File: config.mk
export PLATFORM = sky130hd
export DESIGN_NAME = aedm_ctrl
export DESIGN_NICKNAME = d
export VERILOG_FILES = /design/src/rtl/aedm_pkg.sv /design/src/rtl/aedm_ctrl.sv
export SDC_FILE = /design/constraint.sdc
export NUM_CORES = 1
export LEC_CHECK = 0
export CAP_MARGIN = 20
export CORE_AREA = 2 2 39 41
export DETAILED_ROUTE_END_ITERATION = 8
export DIE_AREA = 0 0 41 43
export DONT_BUFFER_PORTS = 1
export HOLD_SLACK_MARGIN = 0.1
export PLACE_DENSITY = 0.4
export SYNTH_ARGS = -nofsm -noshare
export SYNTH_HDL_FRONTEND = slang
export SYNTH_SLANG_ARGS = --single-unit
File: constraint.sdc
create_clock -name clk -period 1.27 [get_ports clk]
set_input_delay 0.127 -clock clk [delete_from_list [all_inputs] [get_ports clk]]
set_output_delay 0.127 -clock clk [all_outputs]
set_load 0.01 [all_outputs]
File: src/rtl/aedm_pkg.sv
// package for the audio echo delay mixer
// holds sequencer states, command and status structs, register codes and reset values
// no dependencies
`default_nettype none

package aedm_pkg;

    localparam int unsigned MAX_DELAY_DEF = 8192;

    localparam int unsigned SAMPLE_W = 16;
    localparam int unsigned DELAY_W  = 14;
    localparam int unsigned VOLUME_W = 8;
    localparam int unsigned APB_AW   = 3;
    localparam int unsigned APB_DW   = 32;

    localparam logic [DELAY_W-1:0]  DELAY_RESET  = 14'd8000;
    localparam logic [VOLUME_W-1:0] VOLUME_RESET = 8'd4;

    // register index taken from the word address
    localparam logic REG_DELAY  = 1'b0;
    localparam logic REG_VOLUME = 1'b1;

    localparam logic OP_SAMPLE = 1'b0;
    localparam logic OP_DRAIN  = 1'b1;

    // serial divider: one quotient bit per cycle
    localparam int unsigned DIV_STEPS = SAMPLE_W;
    localparam int unsigned DIV_CNT_W = $clog2(DIV_STEPS);
    localparam logic [DIV_CNT_W-1:0] DIV_LAST = DIV_CNT_W'(DIV_STEPS - 1);

    typedef enum logic [2:0] {
        S_IDLE,
        S_CHECK,
        S_LOAD,
        S_DIV,
        S_MIX,
        S_RESULT
    } state_t;

    typedef struct packed {
        logic load;        // capture input word
        logic fill_write;  // pass-through and store at position
        logic read;        // fetch delayed sample
        logic div_start;
        logic div_step;
        logic mix;         // add echo, replace ring entry, advance pointer
        logic out_load;
    } cmd_t;

    typedef struct packed {
        logic fill;
        logic div_last;
    } status_t;

endpackage

`default_nettype wire

File: src/rtl/aedm_ctrl.sv
// sequencer for the audio echo delay mixer
// drives datapath commands and owns the input ready and output valid handshakes
// depends on aedm_pkg
`default_nettype none

module aedm_ctrl
(
    input  wire logic              clk,
    input  wire logic              rst_n,
    input  wire logic              in_valid,
    output logic                   in_ready,
    output logic                   out_valid,
    input  wire logic              out_ready,
    input  wire aedm_pkg::status_t status,
    output aedm_pkg::cmd_t         cmd
);

    aedm_pkg::state_t state_reg;
    aedm_pkg::state_t state_next;
    logic             out_valid_reg;
    logic             out_valid_next;
    logic             slot_free;

    assign slot_free = !out_valid_reg || out_ready;

    always_comb
    begin
        state_next = state_reg;
        unique case (state_reg)
            aedm_pkg::S_IDLE:
            begin
                if (in_valid)
                    state_next = aedm_pkg::S_CHECK;
            end
            aedm_pkg::S_CHECK:
            begin
                if (status.fill)
                    state_next = aedm_pkg::S_RESULT;
                else
                    state_next = aedm_pkg::S_LOAD;
            end
            aedm_pkg::S_LOAD:
                state_next = aedm_pkg::S_DIV;
            aedm_pkg::S_DIV:
            begin
                if (status.div_last)
                    state_next = aedm_pkg::S_MIX;
            end
            aedm_pkg::S_MIX:
                state_next = aedm_pkg::S_RESULT;
            aedm_pkg::S_RESULT:
            begin
                if (slot_free)
                    state_next = aedm_pkg::S_IDLE;
            end
            default:
                state_next = aedm_pkg::S_IDLE;
        endcase
    end

    always_comb
    begin
        cmd      = '0;
        in_ready = 1'b0;
        unique case (state_reg)
            aedm_pkg::S_IDLE:
            begin
                in_ready = 1'b1;
                cmd.load = in_valid;
            end
            aedm_pkg::S_CHECK:
            begin
                cmd.fill_write = status.fill;
                cmd.read       = !status.fill;
            end
            aedm_pkg::S_LOAD:
                cmd.div_start = 1'b1;
            aedm_pkg::S_DIV:
                cmd.div_step = 1'b1;
            aedm_pkg::S_MIX:
                cmd.mix = 1'b1;
            aedm_pkg::S_RESULT:
                cmd.out_load = slot_free;
            default:
                cmd = '0;
        endcase
    end

    always_comb
    begin
        out_valid_next = out_valid_reg;
        if (cmd.out_load)
            out_valid_next = 1'b1;
        else if (out_ready)
            out_valid_next = 1'b0;
    end

    always_ff @(posedge clk or negedge rst_n)
    begin
        if (!rst_n)
        begin
            state_reg     <= aedm_pkg::S_IDLE;
            out_valid_reg <= 1'b0;
        end
        else
        begin
            state_reg     <= state_next;
            out_valid_reg <= out_valid_next;
        end
    end

    assign out_valid = out_valid_reg;

    // a new result never lands on a word still waiting to be taken
    assert property (@(posedge clk) disable iff (!rst_n)
        cmd.out_load |-> (!out_valid_reg || out_ready))
        else $error("result loaded over a pending output word");

    // the last divide step hands over to the mix
    assert property (@(posedge clk) disable iff (!rst_n)
        (state_reg == aedm_pkg::S_DIV && status.div_last) |=> state_reg == aedm_pkg::S_MIX)
        else $error("divider finish not followed by mix");

    // output word only goes away when taken
    assert property (@(posedge clk) disable iff (!rst_n)
        $fell(out_valid_reg) |-> $past(out_ready))
        else $error("output word dropped without being taken");

endmodule

`default_nettype wire

==> impl_metrics.py, run 1 <==
metrics = {
    "placement": {
        "gp_congestion": 0.725,
        "dp_cells": 52,
        "place_area_um2": 309,
        "place_ws_ps": 67.0,
        "io_buffers": 0,
        "hpwl_um": 563,
    },
    "global_routing": {
        "grt_overflow": 0,
        "first_global_vias": 324,
        "grt_max_degree": 10,
        "grt_usage": 0.118,
        "grt_pass1_wl_um": 1330,
        "antenna_found_initial": 0,
    },
    "critical_path": {
        "cp.arrival_ps": 1240,
        "cp-startpoint": "state_reg[0]",
        "reg2reg_depth": 5,
        "critPathRequiredTime_ps": 1140,
        "r2r-start": "state_reg[1]",
        "crit_path_max_fanout": 9,
        "critPathKind": "flop to output port",
        "worstSetupEndpointType": "output port",
        "start_kind": "flop",
    },
    "finish": {
        "antenna_cells": 0,
        "drive_above_1_share": 0.625,
        "stdcell_area_um2": 475,
        "stdcell_count": 64,
        "final_nets": 56,
        "multi_input_area_um2": 201,
        "largest_register_ffs": 3,
        "areaGrowthSynthToFinish_pct": 68.1,
        "seq_area_um2": 103,
        "n_fill_cell": 140,
    },
    "outcome": {
        "outcome": "finished with violations",
        "violations": "negative setup slack",
    },
    "routing": {
        "drc": 0,
        "wl_per_cell_um": 14.0,
        "detailedRoute.firstPassIterationCount": 4,
        "drt_wl_total_um": 893,
        "via_count": 289,
        "vias_per_cell": 4.52,
        "initialDrtViolationCount": 7,
        "ant_nets": 0,
    },
    "clocking": {
        "root_buffer": "clkbuf_4",
        "cts.clk_slew.worst_paths_ps": 40,
        "cts.path.max_buffers": 2,
        "clock_latency_ps": 240,
        "htree_levels": 1,
        "cts_tree": "built",
        "clock-sinks": 4,
        "cts_buffers": 3,
    },
    "power": {
        "power_switching_mw": 0.547,
        "ir_worst_vdd_mv": 0.823,
        "power_leakage_nw": 0.228,
        "clkPwrFrac": 0.129,
        "internal_power_mw": 0.733,
        "comb_power_share": 0.659,
        "power_mw": 1.28,
        "powerDensity_mw_per_mm2": 2690,
        "pwr-share-seq": 0.212,
        "p_sw_frac": 0.428,
    },
    "hold_path": {
        "hold_class": "primary input to flop",
        "worstHoldStart": "status[0]",
        "worstHoldPathCells": 2,
    },
    "timing": {
        "worst_slack_ps": -95.7,
        "min_period_ps": 1370,
        "finalSetupViolations": 6,
        "report.final.slew_viol_count": 0,
        "slew_headroom": 0.851,
        "post-route-period-util": 1.08,
        "fmax_mhz": 732,
        "finClkSkew_ps": 3.93,
        "hold_viol": 0,
        "grt_setup_unrepaired": "yes",
        "tightest_slew_ps": 223,
    },
    "synth": {
        "syn-num-nets": 41,
        "synth_area_leaders": "dfrtp_1 35%, nor2_1 8.0%, nand2b_1 6.6%",
        "synth_most_common_cell": "nor2_1",
        "synth_top_area_frac": 0.354,
        "syn_area_um2": 283,
        "synth-main-ff-cell": "dfrtp_1",
        "yosysUniqueCellTypes": 19,
        "synth_edf_count": 0,
        "yosysTopAreaCell": "dfrtp_1",
        "async_flop_share": 1.00,
        "synth_commonest_cells": "6 x nor2_1, 4 x dfrtp_1, 3 x nand2_1, 3 x nand2b_1, 3 x nor3_1",
        "synth_area_per_cell_um2": 8.08,
        "ys_seq_area_frac": 0.354,
        "synthCells": 35,
        "yosys_warnings": 0,
        "ys_ff_latch": 4,
    },
    "job": {
        "drv_cap": 0,
    },
    "die": {
        "die_w_um": 41,
        "start_util": 0.204,
        "die_y_um": 43,
        "die_area_mm2": 0.00176,
        "core-area_mm2": 0.00138,
        "io_pins": 15,
        "num_rows": 14,
    },
}
## power groups by stage
stage / clock [mW] / combinational, mW / sequential (mW)
floorplan: 0 / 0.434 / 0.214
global placement: 0 / 0.466 / 0.274
detailed placement: 0 / 0.466 / 0.280
CTS: 0.164 / 0.713 / 0.266
global route: 0.181 / 0.906 / 0.275
finish: 0.165 / 0.844 / 0.271
## through the flow
stage / hold WS (ps) / TNS [ps] / util
global route: 129 / -651 / 0.344
detailed placement: -168 / 0 / 0.223
CTS: 114 / -388 / 0.311
floorplan: -169 / 0 / -
global placement: -168 / 0 / 0.223
finish: 115 / -349 / 0.344
## critical path, cell delays in order, from the launching register on
cell     delay (ps)
dfrtp_1         350
buf_4           210
nand2_1         110
nor3_2          170
buf_4           160
## cells in the final DEF (no fill, tap or decap), drive strengths merged
cell type	n
dfrtp	4
o211a	1
or3	1
a22oi	1
nor3	3
clkbuf	3
buf	13
nor4	1
a211o	1
a21oi	1
inv	2
and2	1
nand2b	3
nand2	3
dlygate4sd3	1
nor2b	1
nand3	2
nor2	6
## path summary, 6_finish.rpt
| kind | slack (ps) | end |
|---|---|---|
| worst max-delay path | -100 | cmd[5] |
| worst min-delay path | 120 | state_reg[0] |
| worst min register to register | 620 | state_reg[2] |
| min in group asynchronous | 170 | state_reg[2] |
| max in group asynchronous | 890 | state_reg[1] |
| worst max register to register | 60 | state_reg[2] |
## kinds of logic (layout without fill, tap and decap cells)
group	count (synthesis)	count (layout)	share of synthesized area
DFF	4	4	0.354
and+or+nand+nor	21	21	0.389
buffers and inverters	6	19	0.146
AOI/OAI and AO/OA	4	4	0.111
## routing by layer
| layer | vias up | wire length (um) | global-route usage |
|---|---|---|---|
| met3 | 0 | 69 | 0.0471 |
| met1 | 136 | 316 | 0.103 |
| met2 | 11 | 508 | 0.191 |
| met4 | 0 | 0 | 0.100 |
| li1 | 142 | - | - |
| met5 | - | 0 | 0 |
## final cells by class
type,instances,area share
clock buffers,3,0.0474
inverters,2,0.0211
multi-input cells,25,0.424
flip-flops and latches,4,0.216
well taps,16,0.0421
repair buffers,14,0.250
## timing repair
action / 4_1_cts / 5_1_grt
pin swaps: 4 / 2
cloned: 0 / 0
buffers inserted: 6 / 2
hold buffers: 1 / 0
resized for setup: 11 / 6
setup endpoints to repair: 5 / 10
endpoints found under the hold margin: 4 / 0
No activity file was read; power rests on OpenSTA's default activity.
==> inputs of run 2 (changes only) <==
--- a/config.mk
+++ b/config.mk
@@ -10,6 +10,7 @@
 export DETAILED_ROUTE_END_ITERATION = 8
 export DIE_AREA = 0 0 41 43
 export DONT_BUFFER_PORTS = 1
+export GPL_TIMING_DRIVEN = 0
 export HOLD_SLACK_MARGIN = 0.1
 export PLACE_DENSITY = 0.4
 export SYNTH_ARGS = -nofsm -noshare
==> constraint.sdc (replaced) <==
create_clock -name clk -period 1.27 [get_ports clk]
set_input_delay 0.127 -clock clk [delete_from_list [all_inputs] [get_ports clk]]
set_output_delay 0.127 -clock clk [all_outputs]
set_load 0.1 [all_outputs]
==> run 2 against run 1 <==
Effect of this change:
- the flow still finishes with violations (negative setup slack)
- clock skew about the same
- core utilization up 5.9 points
- final area grew 17%
- final cell count up 3.1%
- critical path depth is 1 lower
- via count increased by 3.5%
- first-iteration DRC count decreased by 43%
- sequential cell count did not move
- register-to-register slack worse by 550 ps
- die area did not move
- hold slack better by 7.0 ps
- worst setup slack got worse by 800 ps
- critical path type unchanged
==> impl_metrics.py, run 2 (synthesis gave the netlist of run 1 again) <==
metrics = {
    "timing": {
        "fmax_mhz": 462,
        "slew_headroom": 0.318,
        "finalSetupViolations": 11,
        "finClkSkew_ps": 4.11,
        "grt_setup_unrepaired": "yes",
        "tightest_slew_ps": 1020,
        "post-route-period-util": 1.70,
        "min_period_ps": 2160,
        "report.final.slew_viol_count": 0,
        "worst_slack_ps": -893,
        "hold_viol": 0,
    },
    "placement": {
        "io_buffers": 0,
        "gp_congestion": 0.797,
        "place_ws_ps": -704,
        "hpwl_um": 524,
    },
    "clocking": {
        "cts.clk_slew.worst_paths_ps": 40,
        "cts.path.max_buffers": 2,
        "htree_levels": 1,
        "root_buffer": "clkbuf_4",
        "clock-sinks": 4,
        "clock_latency_ps": 240,
        "cts_tree": "built",
        "cts_buffers": 3,
    },
    "job": {
        "drv_cap": 0,
    },
    "outcome": {
        "violations": "negative setup slack",
        "outcome": "finished with violations",
    },
    "routing": {
        "drc": 0,
        "wl_per_cell_um": 12.1,
        "vias_per_cell": 4.53,
        "initialDrtViolationCount": 4,
        "dr_wl_met3_um": 49,
        "ant_nets": 0,
        "met1_length_um": 348,
        "top_layer_used": "met3",
        "drt_wl_total_um": 800,
        "via_count": 299,
        "detailedRoute.firstPassIterationCount": 4,
        "wl_met2_um": 403,
    },
    "critical_path": {
        "reg2reg_depth": 5,
        "crit_path_max_fanout": 2,
        "critPathRequiredTime_ps": 1140,
        "start_kind": "flop",
        "worstSetupEndpointType": "output port",
        "cp.arrival_ps": 2040,
        "critPathKind": "flop to output port",
    },
    "finish": {
        "areaGrowthSynthToFinish_pct": 96.9,
        "drive_above_1_share": 0.660,
        "finalCoreUtilization": 0.402,
        "antenna_cells": 0,
        "final_nets": 57,
        "n_fill_cell": 139,
        "largest_register_ffs": 3,
        "final_common_cell": "buf_6",
        "final_cell_mix": "7 x buf_6, 5 x buf_4",
        "multi_input_area_um2": 235,
        "seq_area_um2": 104,
    },
    "die": {
        "die_w_um": 41,
        "core-area_mm2": 0.00138,
        "io_pins": 15,
        "die_area_mm2": 0.00176,
        "die_y_um": 43,
        "start_util": 0.204,
        "num_rows": 14,
    },
    "global_routing": {
        "grt_usage": 0.109,
        "antenna_found_initial": 0,
        "grt_overflow": 0,
        "grt_pass1_wl_um": 1320,
        "grt_max_degree": 10,
        "first_global_vias": 312,
    },
    "hold_path": {
        "worstHoldPathCells": 2,
        "hold_class": "primary input to flop",
    },
}
==> run 2: cell types whose count changed in the layout (fill, tap and decap cells not counted), sizes merged <==
cell / before / now
buf: 13 / 14
clkbuf: 3 / 4
==> run 2: worst paths after layout <==
| kind | from | end | slack [ps] |
|---|---|---|---|
| worst max-delay path | state_reg[2] | cmd[6] | -890 |
| worst min-delay path | status[0] | state_reg[0] | 120 |
| worst max register to register | state_reg[2] | state_reg[2] | -490 |
| worst min register to register | state_reg[1] | state_reg[2] | 800 |
| max in group asynchronous | rst_n | out_valid | 930 |
| min in group asynchronous | rst_n | out_valid | 160 |
==> run 2: stage by stage <==
| stage | area (um2) | TNS [ps] | hold WS [ps] | instances |
|---|---|---|---|---|
| 5_1_grt | 557 | -6200 | 142 | 66 |
| 3_5_place_dp | 408 | -2410 | -168 | 52 |
| 3_3_place_gp | 387 | -3280 | -168 | 51 |
| 4_1_cts | 523 | -5830 | 113 | 65 |
| 2_1_floorplan | 367 | -2820 | -169 | 35 |
| 6_report | 557 | -5530 | 122 | 66 |
==> run 2: area by class of cell <==
cell class,count,share of cell area
inverter,2,0.0180
sequential,4,0.187
timing repair buffer,11,0.193
multi-input combinational,25,0.422
tap,16,0.0360
clock buffer,4,0.0472
buffer,4,0.0966
==> run 2: critical path, cell delays in order, from the launching register on <==
cell and delay [ps]:
dfrtp_1 360, buf_6 130, nor3_4 830, and2_4 480
==> run 2: what timing repair did <==
action                                 CTS  global route
buffers inserted                         8             2
endpoints found under the hold margin    4             0
hold buffers                             1             0
pin swaps                                7             4
resized for setup                        5             8
setup endpoints to repair               10            11
==> run 2: per-layer routing <==
| layer | track usage | vias to the layer above |
|---|---|---|
| met5 | 0 | - |
| met4 | 0.0600 | 0 |
| met3 | 0.0209 | 0 |
| met2 | 0.153 | 11 |
| met1 | 0.151 | 140 |
| li1 | - | 148 |
Power of run 2 is left out: the tool's default activity adds up to more than one toggle a clock period on the data nets, which glitch-free logic cannot reach.
==> inputs of run 3 (changes only) <==
--- a/config.mk
+++ b/config.mk
@@ -11,7 +11,8 @@
 export DIE_AREA = 0 0 41 43
 export DONT_BUFFER_PORTS = 1
 export GPL_TIMING_DRIVEN = 0
-export HOLD_SLACK_MARGIN = 0.1
+export HOLD_SLACK_MARGIN = 0.12
+export MAX_ROUTING_LAYER = met4
 export PLACE_DENSITY = 0.4
 export SYNTH_ARGS = -nofsm -noshare
 export SYNTH_HDL_FRONTEND = slang
==> run 3 against run 2 <==
Effect of this change:
- the flow still finishes with violations (negative setup slack)
- sequential cell count is the same
- maximum frequency hardly changed
- hold slack better by 16 ps
- critical path type unchanged
- highest routed layer unchanged
==> impl_metrics.py, run 3 (synthesis gave the netlist of run 1 again) <==
metrics = {
    "critical_path": {
        "slowest_delay_ps": 830,
        "crit_path_max_fanout": 2,
        "cp_num_buf_inv": 1,
        "worstPathCellList": "buf_6, nor3_4, and2_4",
        "worstSetupEndpointType": "output port",
        "start_kind": "flop",
        "cp.arrival_ps": 2030,
        "critPathTopFamily": "simple AND/OR/NAND/NOR gates",
        "critPathKind": "flop to output port",
        "cpMaxStageDelayCell": "nor3_4",
        "critPathRequiredTime_ps": 1140,
    },
    "global_routing": {
        "grt_pass1_wl_um": 1320,
        "grt_max_degree": 10,
        "grt_usage": 0.112,
        "grt_overflow": 0,
        "first_global_vias": 309,
        "antenna_found_initial": 0,
    },
    "finish": {
        "n_fill_cell": 140,
        "final_common_cell": "buf_6",
        "final_nets": 58,
        "antenna_cells": 0,
        "stdcell_area_um2": 567,
        "multi_input_area_um2": 235,
        "seq_area_um2": 104,
        "largest_register_ffs": 3,
        "drive_above_1_share": 0.647,
        "areaGrowthSynthToFinish_pct": 100,
        "final_cell_mix": "7 x buf_6, 5 x buf_4",
    },
    "routing": {
        "drt_wl_total_um": 811,
        "ant_nets": 0,
        "drc": 0,
        "detailedRoute.firstPassIterationCount": 3,
        "initialDrtViolationCount": 6,
        "via_count": 299,
        "wl_per_cell_um": 12.1,
        "vias_per_cell": 4.46,
    },
    "clocking": {
        "root_buffer": "clkbuf_4",
        "htree_levels": 1,
        "cts_tree": "built",
        "clock_latency_ps": 240,
        "cts.path.max_buffers": 2,
        "cts.clk_slew.worst_paths_ps": 40,
        "clock-sinks": 4,
        "cts_buffers": 3,
    },
    "hold_path": {
        "hold_class": "primary input to flop",
    },
    "die": {
        "io_pins": 15,
        "core-area_mm2": 0.00138,
        "die_w_um": 41,
        "die_y_um": 43,
        "start_util": 0.204,
        "num_rows": 14,
        "die_area_mm2": 0.00176,
    },
    "outcome": {
        "violations": "negative setup slack",
        "outcome": "finished with violations",
    },
    "placement": {
        "place_area_um2": 408,
        "gp_congestion": 0.809,
        "io_buffers": 0,
        "place_ws_ps": -704,
        "hpwl_um": 524,
    },
    "timing": {
        "whs_ps": 138,
        "hold_viol": 0,
        "finClkSkew_ps": 4.33,
        "grt_setup_unrepaired": "yes",
        "slew_headroom": 0.318,
        "final.setup.tns_ps": -5510,
        "finalSetupViolations": 11,
        "worst_slack_ps": -892,
        "tightest_slew_ps": 1020,
        "min_period_ps": 2160,
        "report.final.slew_viol_count": 0,
        "fmax_mhz": 463,
        "post-route-period-util": 1.70,
    },
    "job": {
        "drv_cap": 0,
    },
}
## run 3: cell types whose count changed in the layout (fill, tap and decap cells not counted), sizes merged
cell         before  now
dlygate4sd3       1    2
## run 3: cell type report
cell class                 count  share of cell area
buffer                         4              0.0949
clock buffer                   4              0.0464
inverter                       2              0.0177
multi-input combinational     25               0.415
sequential                     4               0.183
tap                           16              0.0353
timing repair buffer          12               0.208
## run 3: repair_timing
action / in CTS / in global routing
endpoints found under the setup margin: 10 / 11
buffers inserted: 8 / 2
pin swaps: 7 / 4
hold buffers: 2 / 0
resized for setup: 5 / 8
hold endpoints to repair: 5 / 0
## run 3: layer usage
| metal | vias to the layer above | share of wire | GRT usage |
|---|---|---|---|
| li1 | 149 | - | - |
| met1 | 139 | 0.44 | 0.154 |
| met2 | 11 | 0.50 | 0.153 |
| met3 | 0 | 0.055 | 0.0157 |
| met4 | 0 | 0 | 0.0600 |
| met5 | - | 0 | - |
## run 3: stage by stage
step                cells   util
floorplan              35      -
global placement       51  0.279
detailed placement     52  0.295
CTS                    66  0.385
global route           67  0.410
finish                 67  0.410
## run 3: path summary, 6_finish.rpt
path | startpoint | end | slack, ps | cells after the start
max | state_reg[2] | cmd[6] | -890 | 3
min | out_ready | out_valid | 140 | 2
max reg2reg | state_reg[2] | state_reg[2] | -480 | 5
min reg2reg | state_reg[1] | state_reg[2] | 810 | 4
max in group asynchronous | rst_n | out_valid | 930 | 1
min in group asynchronous | rst_n | out_valid | 160 | 1
Power of run 3 is left out for the same reason.
